<file path="config.mk">
export PLATFORM = sky130hd
export DESIGN_NAME = hjg_row_seq_flat
export DESIGN_NICKNAME = d
export VERILOG_FILES = /design/src/hangul_jamo_glyph_composer_macros.svh /design/src/hjg_pkg.sv /design/src/hjg_if.sv /design/src/hjg_row_seq.sv /design/src/flat_wrapper.sv
export SDC_FILE = /design/constraint.sdc
export NUM_CORES = 1
export LEC_CHECK = 0
export ABC_AREA = 1
export BUFFER_PORTS_ARGS = -buffer_cell sky130_fd_sc_hd__buf_2
export CAP_MARGIN = 20
export CELL_PAD_IN_SITES_DETAIL_PLACEMENT = 1
export CELL_PAD_IN_SITES_GLOBAL_PLACEMENT = 2
export CORE_ASPECT_RATIO = 0.75
export CORE_MARGIN = 1.5
export CORE_UTILIZATION = 26
export CTS_BUF_LIST = sky130_fd_sc_hd__clkbuf_4 sky130_fd_sc_hd__clkbuf_8
export DETAILED_ROUTE_END_ITERATION = 12
export PLACE_DENSITY_LB_ADDON = 0.25
export SLEW_MARGIN = 40
export SYNTH_ARGS = -nofsm -noshare
export SYNTH_HDL_FRONTEND = slang
export SYNTH_SLANG_ARGS = --single-unit
</file>
<file path="constraint.sdc">
create_clock -name i_clk -period 2.3 [get_ports i_clk]
set_input_delay 0.46 -clock i_clk [delete_from_list [all_inputs] [get_ports i_clk]]
set_output_delay 0.46 -clock i_clk [all_outputs]
set_load 0.1 [all_outputs]
</file>
<file path="src/hangul_jamo_glyph_composer_macros.svh">
// Assertion macros for the Hangul jamo glyph composer.
`ifndef HANGUL_JAMO_GLYPH_COMPOSER_MACROS_SVH
`define HANGUL_JAMO_GLYPH_COMPOSER_MACROS_SVH

// Same-cycle implication, disabled while reset is asserted.
`define HJG_ASSERT_NOW(label, clk, rst_n, ante, cons) \
    label: assert property (@(posedge clk) disable iff (!rst_n) (ante) |-> (cons)) \
        else $error("hjg assertion failed");

// Next-cycle implication, disabled while reset is asserted.
`define HJG_ASSERT_NEXT(label, clk, rst_n, ante, cons) \
    label: assert property (@(posedge clk) disable iff (!rst_n) (ante) |=> (cons)) \
        else $error("hjg assertion failed");

`endif

</file>
<file path="src/hjg_pkg.sv">
// Shared types, constants and jamo tables for the Hangul jamo glyph composer.
`timescale 1ns / 1ps

package hjg_pkg;

    localparam int KOREAN_GLYPHS   = 360;
    localparam int BYTES_PER_GLYPH = 32;
    localparam int STORE_BYTES     = KOREAN_GLYPHS * BYTES_PER_GLYPH;
    localparam int STORE_WORDS     = STORE_BYTES / 2;
    localparam int ROWS            = 16;

    localparam int MEDIAL_BASE_BYTES = 5120;
    localparam int MEDIAL_BYTES      = 2816;
    localparam int FINAL_BYTES       = 3584;
    localparam int FINAL_BASE_BYTES  = MEDIAL_BASE_BYTES + MEDIAL_BYTES;

    localparam int INI_PER_SET = 20;
    localparam int MED_PER_SET = 22;
    localparam int FIN_PER_SET = 28;

    localparam int GLYPH_W = $clog2(KOREAN_GLYPHS);
    localparam int ROW_W   = $clog2(ROWS);
    localparam int WORD_AW = GLYPH_W + ROW_W;
    localparam int ADDR_W  = 14;
    localparam int CODE_W  = 5;

    localparam logic [GLYPH_W-1:0] MED_GLYPH_BASE =
        GLYPH_W'(MEDIAL_BASE_BYTES / BYTES_PER_GLYPH);
    localparam logic [GLYPH_W-1:0] FIN_GLYPH_BASE =
        GLYPH_W'(FINAL_BASE_BYTES / BYTES_PER_GLYPH);
    localparam logic [ADDR_W-1:0] STORE_LIMIT = ADDR_W'(STORE_BYTES);

    localparam logic OP_WRITE  = 1'b0;
    localparam logic OP_RENDER = 1'b1;

    localparam logic [1:0] PH_INI = 2'd0;
    localparam logic [1:0] PH_MED = 2'd1;
    localparam logic [1:0] PH_FIN = 2'd2;

    localparam logic [4:0] INITIAL_MAP [32] = '{
        5'd0,  5'd0,  5'd1,  5'd2,  5'd3,  5'd4,  5'd5,  5'd6,
        5'd7,  5'd8,  5'd9,  5'd10, 5'd11, 5'd12, 5'd13, 5'd14,
        5'd15, 5'd16, 5'd17, 5'd18, 5'd19, 5'd0,  5'd0,  5'd0,
        5'd0,  5'd0,  5'd0,  5'd0,  5'd0,  5'd0,  5'd0,  5'd0};

    localparam logic [4:0] MEDIAL_MAP [32] = '{
        5'd0,  5'd0,  5'd0,  5'd1,  5'd2,  5'd3,  5'd4,  5'd5,
        5'd0,  5'd0,  5'd6,  5'd7,  5'd8,  5'd9,  5'd10, 5'd11,
        5'd0,  5'd0,  5'd12, 5'd13, 5'd14, 5'd15, 5'd16, 5'd17,
        5'd0,  5'd0,  5'd18, 5'd19, 5'd20, 5'd21, 5'd0,  5'd0};

    localparam logic [4:0] FINAL_MAP [32] = '{
        5'd0,  5'd0,  5'd1,  5'd2,  5'd3,  5'd4,  5'd5,  5'd6,
        5'd7,  5'd8,  5'd9,  5'd10, 5'd11, 5'd12, 5'd13, 5'd14,
        5'd15, 5'd16, 5'd0,  5'd17, 5'd18, 5'd19, 5'd20, 5'd21,
        5'd22, 5'd23, 5'd24, 5'd25, 5'd26, 5'd27, 5'd0,  5'd0};

    localparam logic [2:0] INIT_SET_OPEN [22] = '{
        3'd0, 3'd0, 3'd0, 3'd0, 3'd0, 3'd0, 3'd0, 3'd0, 3'd0, 3'd1, 3'd3,
        3'd3, 3'd3, 3'd1, 3'd2, 3'd4, 3'd4, 3'd4, 3'd2, 3'd1, 3'd3, 3'd0};

    localparam logic [2:0] INIT_SET_CLOSED [22] = '{
        3'd5, 3'd5, 3'd5, 3'd5, 3'd5, 3'd5, 3'd5, 3'd5, 3'd5, 3'd6, 3'd7,
        3'd7, 3'd7, 3'd6, 3'd6, 3'd7, 3'd7, 3'd7, 3'd6, 3'd6, 3'd7, 3'd5};

    localparam logic [1:0] FINAL_SET [22] = '{
        2'd0, 2'd0, 2'd2, 2'd0, 2'd2, 2'd1, 2'd2, 2'd1, 2'd2, 2'd3, 2'd0,
        2'd2, 2'd1, 2'd3, 2'd3, 2'd1, 2'd2, 2'd1, 2'd3, 2'd3, 2'd1, 2'd1};

    typedef enum logic [2:0] {
        ST_IDLE,
        ST_SETUP,
        ST_FETCH,
        ST_DRAIN,
        ST_EMIT
    } t_state;

    typedef struct packed {
        logic              en;
        logic [ADDR_W-1:0] addr;
        logic [7:0]        data;
    } t_wr_req;

    typedef struct packed {
        logic              en;
        logic [WORD_AW-1:0] addr;
    } t_rd_req;

    typedef struct packed {
        logic [CODE_W-1:0] ini;
        logic [CODE_W-1:0] med;
        logic [CODE_W-1:0] fin;
    } t_codes;

    typedef struct packed {
        logic [GLYPH_W-1:0] ini_glyph;
        logic [GLYPH_W-1:0] med_glyph;
        logic [GLYPH_W-1:0] fin_glyph;
        logic               ini_present;
        logic               med_present;
        logic               fin_present;
    } t_glyph_sel;

endpackage

</file>
<file path="src/hjg_if.sv">
// Request and row channel interfaces for the Hangul jamo glyph composer.
`timescale 1ns / 1ps

interface hjg_req_if;
    logic                      valid;
    logic                      ready;
    logic                      op;
    logic [hjg_pkg::ADDR_W-1:0] font_addr;
    logic [7:0]                font_data;
    logic [hjg_pkg::CODE_W-1:0] initial_code;
    logic [hjg_pkg::CODE_W-1:0] medial_code;
    logic [hjg_pkg::CODE_W-1:0] final_code;

    modport source (output valid, op, font_addr, font_data, initial_code, medial_code,
                    final_code, input ready);
    modport sink (input valid, op, font_addr, font_data, initial_code, medial_code,
                  final_code, output ready);
endinterface

interface hjg_row_if;
    logic                     valid;
    logic                     ready;
    logic [15:0]              row_bits;
    logic [hjg_pkg::ROW_W-1:0] row_index;
    logic                     last_row;

    modport source (output valid, row_bits, row_index, last_row, input ready);
    modport sink (input valid, row_bits, row_index, last_row, output ready);
endinterface

</file>
<file path="src/hjg_row_seq.sv">
// Row sequencer: three font reads per row, ORed in one shared accumulator.
`timescale 1ns / 1ps

module hjg_row_seq (
    input  logic                i_clk,
    input  logic                i_rst_n,
    hjg_req_if.sink             i_req,
    hjg_row_if.source           o_row,
    output hjg_pkg::t_codes     o_codes,
    input  hjg_pkg::t_glyph_sel i_sel,
    output hjg_pkg::t_wr_req    o_wr,
    output hjg_pkg::t_rd_req    o_rd,
    input  logic [15:0]         i_rd_data
);

    hjg_pkg::t_state     r_state;
    hjg_pkg::t_state     n_state;
    hjg_pkg::t_codes     r_codes;
    hjg_pkg::t_glyph_sel r_sel;
    logic [hjg_pkg::ROW_W-1:0] r_row;
    logic [1:0]          r_phase;
    logic                r_use;
    logic [15:0]         r_acc;

    logic                     accept;
    logic                     row_done;
    logic [hjg_pkg::GLYPH_W-1:0] sel_glyph;
    logic                     sel_present;

    assign accept   = i_req.valid && i_req.ready;
    assign row_done = o_row.valid && o_row.ready;

    always_comb begin
        case (r_phase)
            hjg_pkg::PH_INI: begin
                sel_glyph   = r_sel.ini_glyph;
                sel_present = r_sel.ini_present;
            end
            hjg_pkg::PH_MED: begin
                sel_glyph   = r_sel.med_glyph;
                sel_present = r_sel.med_present;
            end
            hjg_pkg::PH_FIN: begin
                sel_glyph   = r_sel.fin_glyph;
                sel_present = r_sel.fin_present;
            end
            default: begin
                sel_glyph   = r_sel.ini_glyph;
                sel_present = 1'b0;
            end
        endcase
    end

    always_comb begin
        n_state = r_state;
        case (r_state)
            hjg_pkg::ST_IDLE: begin
                if (accept && (i_req.op == hjg_pkg::OP_RENDER)) begin
                    n_state = hjg_pkg::ST_SETUP;
                end
            end
            hjg_pkg::ST_SETUP: begin
                n_state = hjg_pkg::ST_FETCH;
            end
            hjg_pkg::ST_FETCH: begin
                if (r_phase == hjg_pkg::PH_FIN) begin
                    n_state = hjg_pkg::ST_DRAIN;
                end
            end
            hjg_pkg::ST_DRAIN: begin
                n_state = hjg_pkg::ST_EMIT;
            end
            hjg_pkg::ST_EMIT: begin
                if (row_done) begin
                    n_state = o_row.last_row ? hjg_pkg::ST_IDLE : hjg_pkg::ST_FETCH;
                end
            end
            default: begin
                n_state = hjg_pkg::ST_IDLE;
            end
        endcase
    end

    always_comb begin
        i_req.ready      = (r_state == hjg_pkg::ST_IDLE);
        o_row.valid      = (r_state == hjg_pkg::ST_EMIT);
        o_row.row_bits   = r_acc;
        o_row.row_index  = r_row;
        o_row.last_row   = (r_row == hjg_pkg::ROW_W'(hjg_pkg::ROWS - 1));
        o_rd.en          = (r_state == hjg_pkg::ST_FETCH);
        o_rd.addr        = {sel_glyph, r_row};
        o_wr.en          = accept && (i_req.op == hjg_pkg::OP_WRITE);
        o_wr.addr        = i_req.font_addr;
        o_wr.data        = i_req.font_data;
        o_codes          = r_codes;
    end

    always_ff @(posedge i_clk) begin
        if (!i_rst_n) begin
            r_state <= hjg_pkg::ST_IDLE;
            r_phase <= 2'd0;
            r_use   <= 1'b0;
            r_row   <= '0;
        end else begin
            r_state <= n_state;
            r_phase <= (r_state == hjg_pkg::ST_FETCH) ? r_phase + 2'd1 : 2'd0;
            r_use   <= (r_state == hjg_pkg::ST_FETCH) && sel_present;
            if (r_state == hjg_pkg::ST_SETUP) begin
                r_row <= '0;
            end else if (row_done) begin
                r_row <= r_row + hjg_pkg::ROW_W'(1);
            end
        end
    end

    always_ff @(posedge i_clk) begin
        if (accept) begin
            r_codes.ini <= i_req.initial_code;
            r_codes.med <= i_req.medial_code;
            r_codes.fin <= i_req.final_code;
        end
        if (r_state == hjg_pkg::ST_SETUP) begin
            r_sel <= i_sel;
        end
        if ((r_state == hjg_pkg::ST_SETUP) || row_done) begin
            r_acc <= '0;
        end else if (r_use) begin
            r_acc <= r_acc | i_rd_data;
        end
    end

endmodule

</file>
<file path="src/flat_wrapper.sv">
// flat-port wrapper written by rule: the top's interface ports become plain ports
module hjg_row_seq_flat 
  (i_clk, i_rst_n, o_codes, i_sel, o_wr, o_rd, i_rd_data, i_req_valid, i_req_op, i_req_font_addr, i_req_font_data, i_req_initial_code, i_req_medial_code, i_req_final_code, i_req_ready, o_row_valid, o_row_row_bits, o_row_row_index, o_row_last_row, o_row_ready);
  hjg_req_if i_req_i ();
  hjg_row_if o_row_i ();
  input  logic i_clk;
  input  logic i_rst_n;
  output hjg_pkg::t_codes o_codes;
  input  hjg_pkg::t_glyph_sel i_sel;
  output hjg_pkg::t_wr_req o_wr;
  output hjg_pkg::t_rd_req o_rd;
  input  logic [15:0] i_rd_data;
  input wire logic [$bits(i_req_i.valid)-1:0] i_req_valid;
  input wire logic [$bits(i_req_i.op)-1:0] i_req_op;
  input wire logic [$bits(i_req_i.font_addr)-1:0] i_req_font_addr;
  input wire logic [$bits(i_req_i.font_data)-1:0] i_req_font_data;
  input wire logic [$bits(i_req_i.initial_code)-1:0] i_req_initial_code;
  input wire logic [$bits(i_req_i.medial_code)-1:0] i_req_medial_code;
  input wire logic [$bits(i_req_i.final_code)-1:0] i_req_final_code;
  output wire logic [$bits(i_req_i.ready)-1:0] i_req_ready;
  output wire logic [$bits(o_row_i.valid)-1:0] o_row_valid;
  output wire logic [$bits(o_row_i.row_bits)-1:0] o_row_row_bits;
  output wire logic [$bits(o_row_i.row_index)-1:0] o_row_row_index;
  output wire logic [$bits(o_row_i.last_row)-1:0] o_row_last_row;
  input wire logic [$bits(o_row_i.ready)-1:0] o_row_ready;
  assign i_req_i.valid = i_req_valid;
  assign i_req_i.op = i_req_op;
  assign i_req_i.font_addr = i_req_font_addr;
  assign i_req_i.font_data = i_req_font_data;
  assign i_req_i.initial_code = i_req_initial_code;
  assign i_req_i.medial_code = i_req_medial_code;
  assign i_req_i.final_code = i_req_final_code;
  assign i_req_ready = i_req_i.ready;
  assign o_row_valid = o_row_i.valid;
  assign o_row_row_bits = o_row_i.row_bits;
  assign o_row_row_index = o_row_i.row_index;
  assign o_row_last_row = o_row_i.last_row;
  assign o_row_i.ready = o_row_ready;
  hjg_row_seq u_core (.i_clk(i_clk), .i_rst_n(i_rst_n), .i_req(i_req_i), .o_row(o_row_i), .o_codes(o_codes), .i_sel(i_sel), .o_wr(o_wr), .o_rd(o_rd), .i_rd_data(i_rd_data));
endmodule
</file>
# After elaboration in Yosys (flattened, before gate mapping)

Cells that the tools add are included.

Add/subtract/negate cells: 2
Eq/ne operators: 10
Multiplexer cells: 7
Bitwise logic cells: 3
Reductions and logical operators: 11

Operator list:

| cell                                                                     | count |
|---|---|
| 9-bit one-hot mux with 2 select lines                                    | 1 |
| 16-bit bitwise OR                                                        | 1 |
| 3-bit one-hot mux with 5 select lines                                    | 1 |
| 3-bit 2-to-1 mux                                                         | 3 |
| 3-bit by 2-bit equality test with 1-bit output (second input constant)   | 2 |
| 1-bit logical AND                                                        | 5 |
| 4-bit by 1-bit adder with 4-bit output (second input constant)           | 1 |
| 4-bit equality test (second input constant)                              | 1 |
| 2-bit inequality test (second input constant)                            | 2 |
| 3-bit by 1-bit equality test with 1-bit output (second input constant)   | 1 |
| 3-bit equality test (second input constant)                              | 1 |
| 3-bit zero test                                                          | 1 |
| 1-bit one-hot mux with 3 select lines                                    | 1 |
| 3-bit AND reduction                                                      | 1 |
| 2-bit by 1-bit adder with 2-bit output (second input constant)           | 1 |
| 2-bit by 1-bit equality test with 1-bit output (second input constant)   | 1 |
| 2-bit equality test (second input constant)                              | 1 |
| 2-bit zero test                                                          | 1 |
| 2-bit 2-to-1 mux                                                         | 1 |
| 2-bit by 1-bit inequality test with 1-bit output (second input constant) | 1 |
| 1-bit inverter                                                           | 2 |
| 2-bit AND reduction                                                      | 1 |
| 2-bit OR reduction                                                       | 1 |
| 1-bit logical OR                                                         | 1 |

Flip-flop bits (word level): 71
Input bits: 88
Output and inout bits: 75
Word-level logic and storage cells: 47

# Logic depth before layout (Yosys ltp)

Depth after elaboration: 5
Gate-level depth with buffers: 7
Mapped depth without buffers: 7

# Worst setup path after synthesis

OpenSTA, ideal clock, no wires.

Path kind: register -> output
From: register u_core.r_state[1]
To: output port o_wr[22] in the netlist's numbering
Arrival: 4.030 ns
Required time: 1.840 ns
Setup slack: -2.190 ns
Cell stages (with the launch flop): 6
Path buffers: 0
Cell sequence: dfxtp_1 > inv_1 > nand2_4 > nor2_1 > inv_1 > nor3_1

RTL lines:

| element                | line               | text |
|---|---|---|
| from (decl)            | hjg_row_seq.sv:16  | `hjg_pkg::t_state r_state;` |
| from (signal assigned) | hjg_row_seq.sv:100 | `r_state <= hjg_pkg::ST_IDLE;` |
| from (signal assigned) | hjg_row_seq.sv:105 | `r_state <= n_state;` |
| to (decl)              | flat_wrapper.sv:10 | `output hjg_pkg::t_wr_req o_wr;` |

==> impl_metrics.tcl <==
set metrics [dict create \
    ys_seq_area_frac 0.660 \
    report.final.hold_viol_count 0 \
    worst_path_arrival_ns 1.71 \
    synth.ff_latch_count 71 \
    clock.fmax_mhz 460 \
    hold_crit_class "in -> reg" \
    power.ir.vdd_worst_v 0.000436 \
    max_cap_violations 0 \
    critPathRequiredTime_ns 1.84 \
    cp-start-kind "flop" \
    place.gp.congestion 0.739 \
    die_x_um 124 \
    route.detailed.vias_per_inst 4.19 \
    remaining_drc_errors 0 \
    grt_pass1_vias 2129 \
    insertedDiodeCount 0 \
    timing.slew.headroom 0.572 \
    final.setup_skew_ns 0.00760 \
    drive_gt1_frac 0.526 \
    worstSetupPathType "reg -> out" \
    syn2layout_area_growth_pct 38.7 \
    start_util 0.271 \
    place_area_um2 3640 \
    finalSetupViolCount 0 \
    cts_tree "yes" \
    route.antenna.remaining_nets 0 \
    cts-root-buf "sky130_fd_sc_hd__clkbuf_8" \
    yosys.area.top_type_share 0.476 \
    cts_hold_buffers 0 \
    final_cells 488 \
    post_synth.cell_area_avg_um2 11.5 \
    dominantRegCellSynth "sky130_fd_sc_hd__edfxtp_1" \
    setup_total_negative_slack_ns 0 \
    ios 163 \
    antenna_found_initial 0 \
    post-route-period-util 0.945 \
    filler_cell_count 1168 \
    fp.dieH_um 93.5 \
    cts_max_path_buffers 2 \
    cts_buffers 9 \
    synth_warnings 0 \
    synth_cell_types 25 \
    firstDrtPassIters 4 \
    gr-usage-all-layers 0.126 \
    timing_worst_slew_pin_value_ns 0.642 \
    grt_first_pass_wirelength_um 10800 \
    ratio_of_total_power_to_cell_area_nw_per_um2 924 \
    cts_setup_buffers 0 \
    numPlacedInstances 471 \
    final_area_um2 3940 \
    final-max-slew-violation-count 0 \
    cellLeakagePower_uw 0.00167 \
    cts_sinks 71 \
    grt.overflow.total 0 \
    multi_input_area_um2 848 \
    cp-end-kind "output port" \
    row_count 32 \
    synth_top_area_cell "sky130_fd_sc_hd__edfxtp_1" \
    post_syn_nets 339 \
    coreArea_um2 10500 \
    syn-instance-count 246 \
    run_status "completed" \
    wl_per_cell_um 14.3 \
    async_flop_share 0 \
    synth.top_cells.by_area "sky130_fd_sc_hd__edfxtp_1, sky130_fd_sc_hd__dfxtp_1, sky130_fd_sc_hd__a21oi_1" \
    clk-insertion-delay-late_ns 0.34 \
    final-seq-area_um2 1880 \
    detailedPlacementHpwl_um 5100 \
    clk_pin_slew_worst_paths_ns 0.08 \
    synth_area_um2 2840 \
    critical_path_peak_fanout 9 \
    port_buffers 118 \
    finish.net_count 440 \
    routed-via-count 2044 \
    postRouteWirelength_um 6990 \
    finalCriticalPeriod_ns 2.17 \
    ctsHtreeMaxLevel 3 \
    grt_max_degree 31 \
    die_area_um2 11600 \
    synth_edf_count 45 \
    detailedRoute.firstIterationViolations 78 \
]
-- worst paths after layout --
kind	from	endpoint	slack, ns	cells past startpoint
max	u_core.r_phase[0]	o_rd[6]	0.13	6
min	i_req_final_code[1]	u_core.o_codes[1]	0.29	1
max reg2reg	u_core.r_state[2]	u_core.r_sel[11]	0.78	4
min reg2reg	u_core.r_phase[0]	u_core.r_phase[0]	0.45	1
-- state kept, by name, summed over array words and instances (netlist names) --
signal / count
u_core.o_codes: 15
u_core.o_row.row_bits: 16
u_core.o_row.row_index: 4
u_core.r_phase: 2
u_core.r_sel: 30
u_core.r_state: 3
u_core.r_use: 1
-- placed cells by master, fill, tap and decap left out --
master | synthesis | layout
sky130_fd_sc_hd__nand4_1 | 1 | 1
sky130_fd_sc_hd__inv_1 | 13 | 13
sky130_fd_sc_hd__nor2_1 | 25 | 23
sky130_fd_sc_hd__clkinv_1 | 1 | 3
sky130_fd_sc_hd__ha_2 | 0 | 1
sky130_fd_sc_hd__buf_4 | 26 | 2
sky130_fd_sc_hd__nand2_2 | 1 | 1
sky130_fd_sc_hd__nor3_4 | 0 | 1
sky130_fd_sc_hd__buf_6 | 0 | 1
sky130_fd_sc_hd__ha_4 | 0 | 2
sky130_fd_sc_hd__bufinv_16 | 0 | 2
sky130_fd_sc_hd__inv_2 | 3 | 3
sky130_fd_sc_hd__a21oi_2 | 0 | 9
sky130_fd_sc_hd__clkinvlp_4 | 0 | 1
sky130_fd_sc_hd__nand3_1 | 8 | 8
sky130_fd_sc_hd__buf_2 | 2 | 109
sky130_fd_sc_hd__or2_1 | 1 | 1
sky130_fd_sc_hd__buf_12 | 1 | 9
sky130_fd_sc_hd__a21oi_4 | 0 | 9
sky130_fd_sc_hd__nand2_4 | 3 | 3
sky130_fd_sc_hd__dfxtp_1 | 26 | 21
sky130_fd_sc_hd__xor2_1 | 1 | 1
sky130_fd_sc_hd__nor2_2 | 11 | 12
sky130_fd_sc_hd__nor2_4 | 2 | 3
sky130_fd_sc_hd__nand2_1 | 25 | 25
sky130_fd_sc_hd__inv_4 | 0 | 1
sky130_fd_sc_hd__ha_1 | 5 | 2
sky130_fd_sc_hd__a22o_1 | 1 | 1
sky130_fd_sc_hd__a21oi_1 | 40 | 22
sky130_fd_sc_hd__clkinv_4 | 0 | 2
sky130_fd_sc_hd__dfxtp_2 | 0 | 5
sky130_fd_sc_hd__o21bai_1 | 1 | 1
sky130_fd_sc_hd__edfxtp_1 | 45 | 45
sky130_fd_sc_hd__clkbuf_8 | 0 | 9
-- layout make-up --
type	instances	share of cell area
Tap cell	136	0.0432
Inverter	17	0.0175
Timing Repair Buffer	121	0.191
Multi-Input combinational cell	126	0.216
Timing Repair inverter	1	0.00159
Clock buffer	9	0.0315
Sequential cell	71	0.477
Clock inverter	7	0.0223
-- per-stage QoR --
step | hold slack, ns | util | power, µW | worst slack (ns)
6_report | 0.290 | 0.377 | 3630 | 0.128
5_1_grt | 0.250 | 0.377 | 3810 | -0.00672
4_1_cts | 0.261 | 0.373 | 3710 | -0.000161
3_5_place_dp | 0.463 | 0.349 | 2600 | 0.109
3_3_place_gp | 0.448 | 0.349 | 2590 | 0.221
2_1_floorplan | 0.433 | - | 2530 | -0.106
-- report_power, final --
group	switching, µW	internal [µW]
combinational	815	228
sequential	44.9	1480
clock	461	601
-- Yosys cell counts (3+ instances only) --
library cell and number:
sky130_fd_sc_hd__edfxtp_1 45, sky130_fd_sc_hd__nor2_1 25, sky130_fd_sc_hd__inv_1 13, sky130_fd_sc_hd__inv_2 3, sky130_fd_sc_hd__a21oi_1 40, sky130_fd_sc_hd__nand3_1 8
sky130_fd_sc_hd__buf_4 26, sky130_fd_sc_hd__nand2_1 25, sky130_fd_sc_hd__nor2_2 11, sky130_fd_sc_hd__ha_1 5, sky130_fd_sc_hd__nand2_4 3, sky130_fd_sc_hd__dfxtp_1 26
-- cells by family (layout without fill, tap and decap cells) --
| group | after synthesis | count (layout) | share of synthesized area |
|---|---|---|---|
| AO/OA/AOI/OAI | 42 | 42 | 0.0763 |
| XOR/XNOR | 1 | 1 | 0.00309 |
| adder cells (fa/ha/maj) | 5 | 5 | 0.0221 |
| buffers and inverters | 49 | 155 | 0.106 |
| flip-flops | 71 | 71 | 0.660 |
| AND/OR/NAND/NOR | 78 | 78 | 0.133 |
-- worst max-delay path, cell delays in order (launching register included) --
cell and delay, ns:
sky130_fd_sc_hd__dfxtp_2 0.37, sky130_fd_sc_hd__inv_1 0.11, sky130_fd_sc_hd__ha_4 0.33, sky130_fd_sc_hd__buf_6 0.15, sky130_fd_sc_hd__nor2_1 0.07, sky130_fd_sc_hd__a21oi_4 0.14, sky130_fd_sc_hd__buf_12 0.19
-- metal layers --
layer / GRT usage / wire [µm]
met1: 0.155 / 3170
met2: 0.197 / 3210
met3: 0.0665 / 562
met4: 0.0239 / 46
met5: 0 / 0
-- repair_timing --
action	in CTS	in global routing
setup endpoints to repair	9	9
resized for setup	13	8
endpoints found under the hold margin	0	0
gates cloned	0	1
Note: power is estimated with default switching activity, not from simulation.
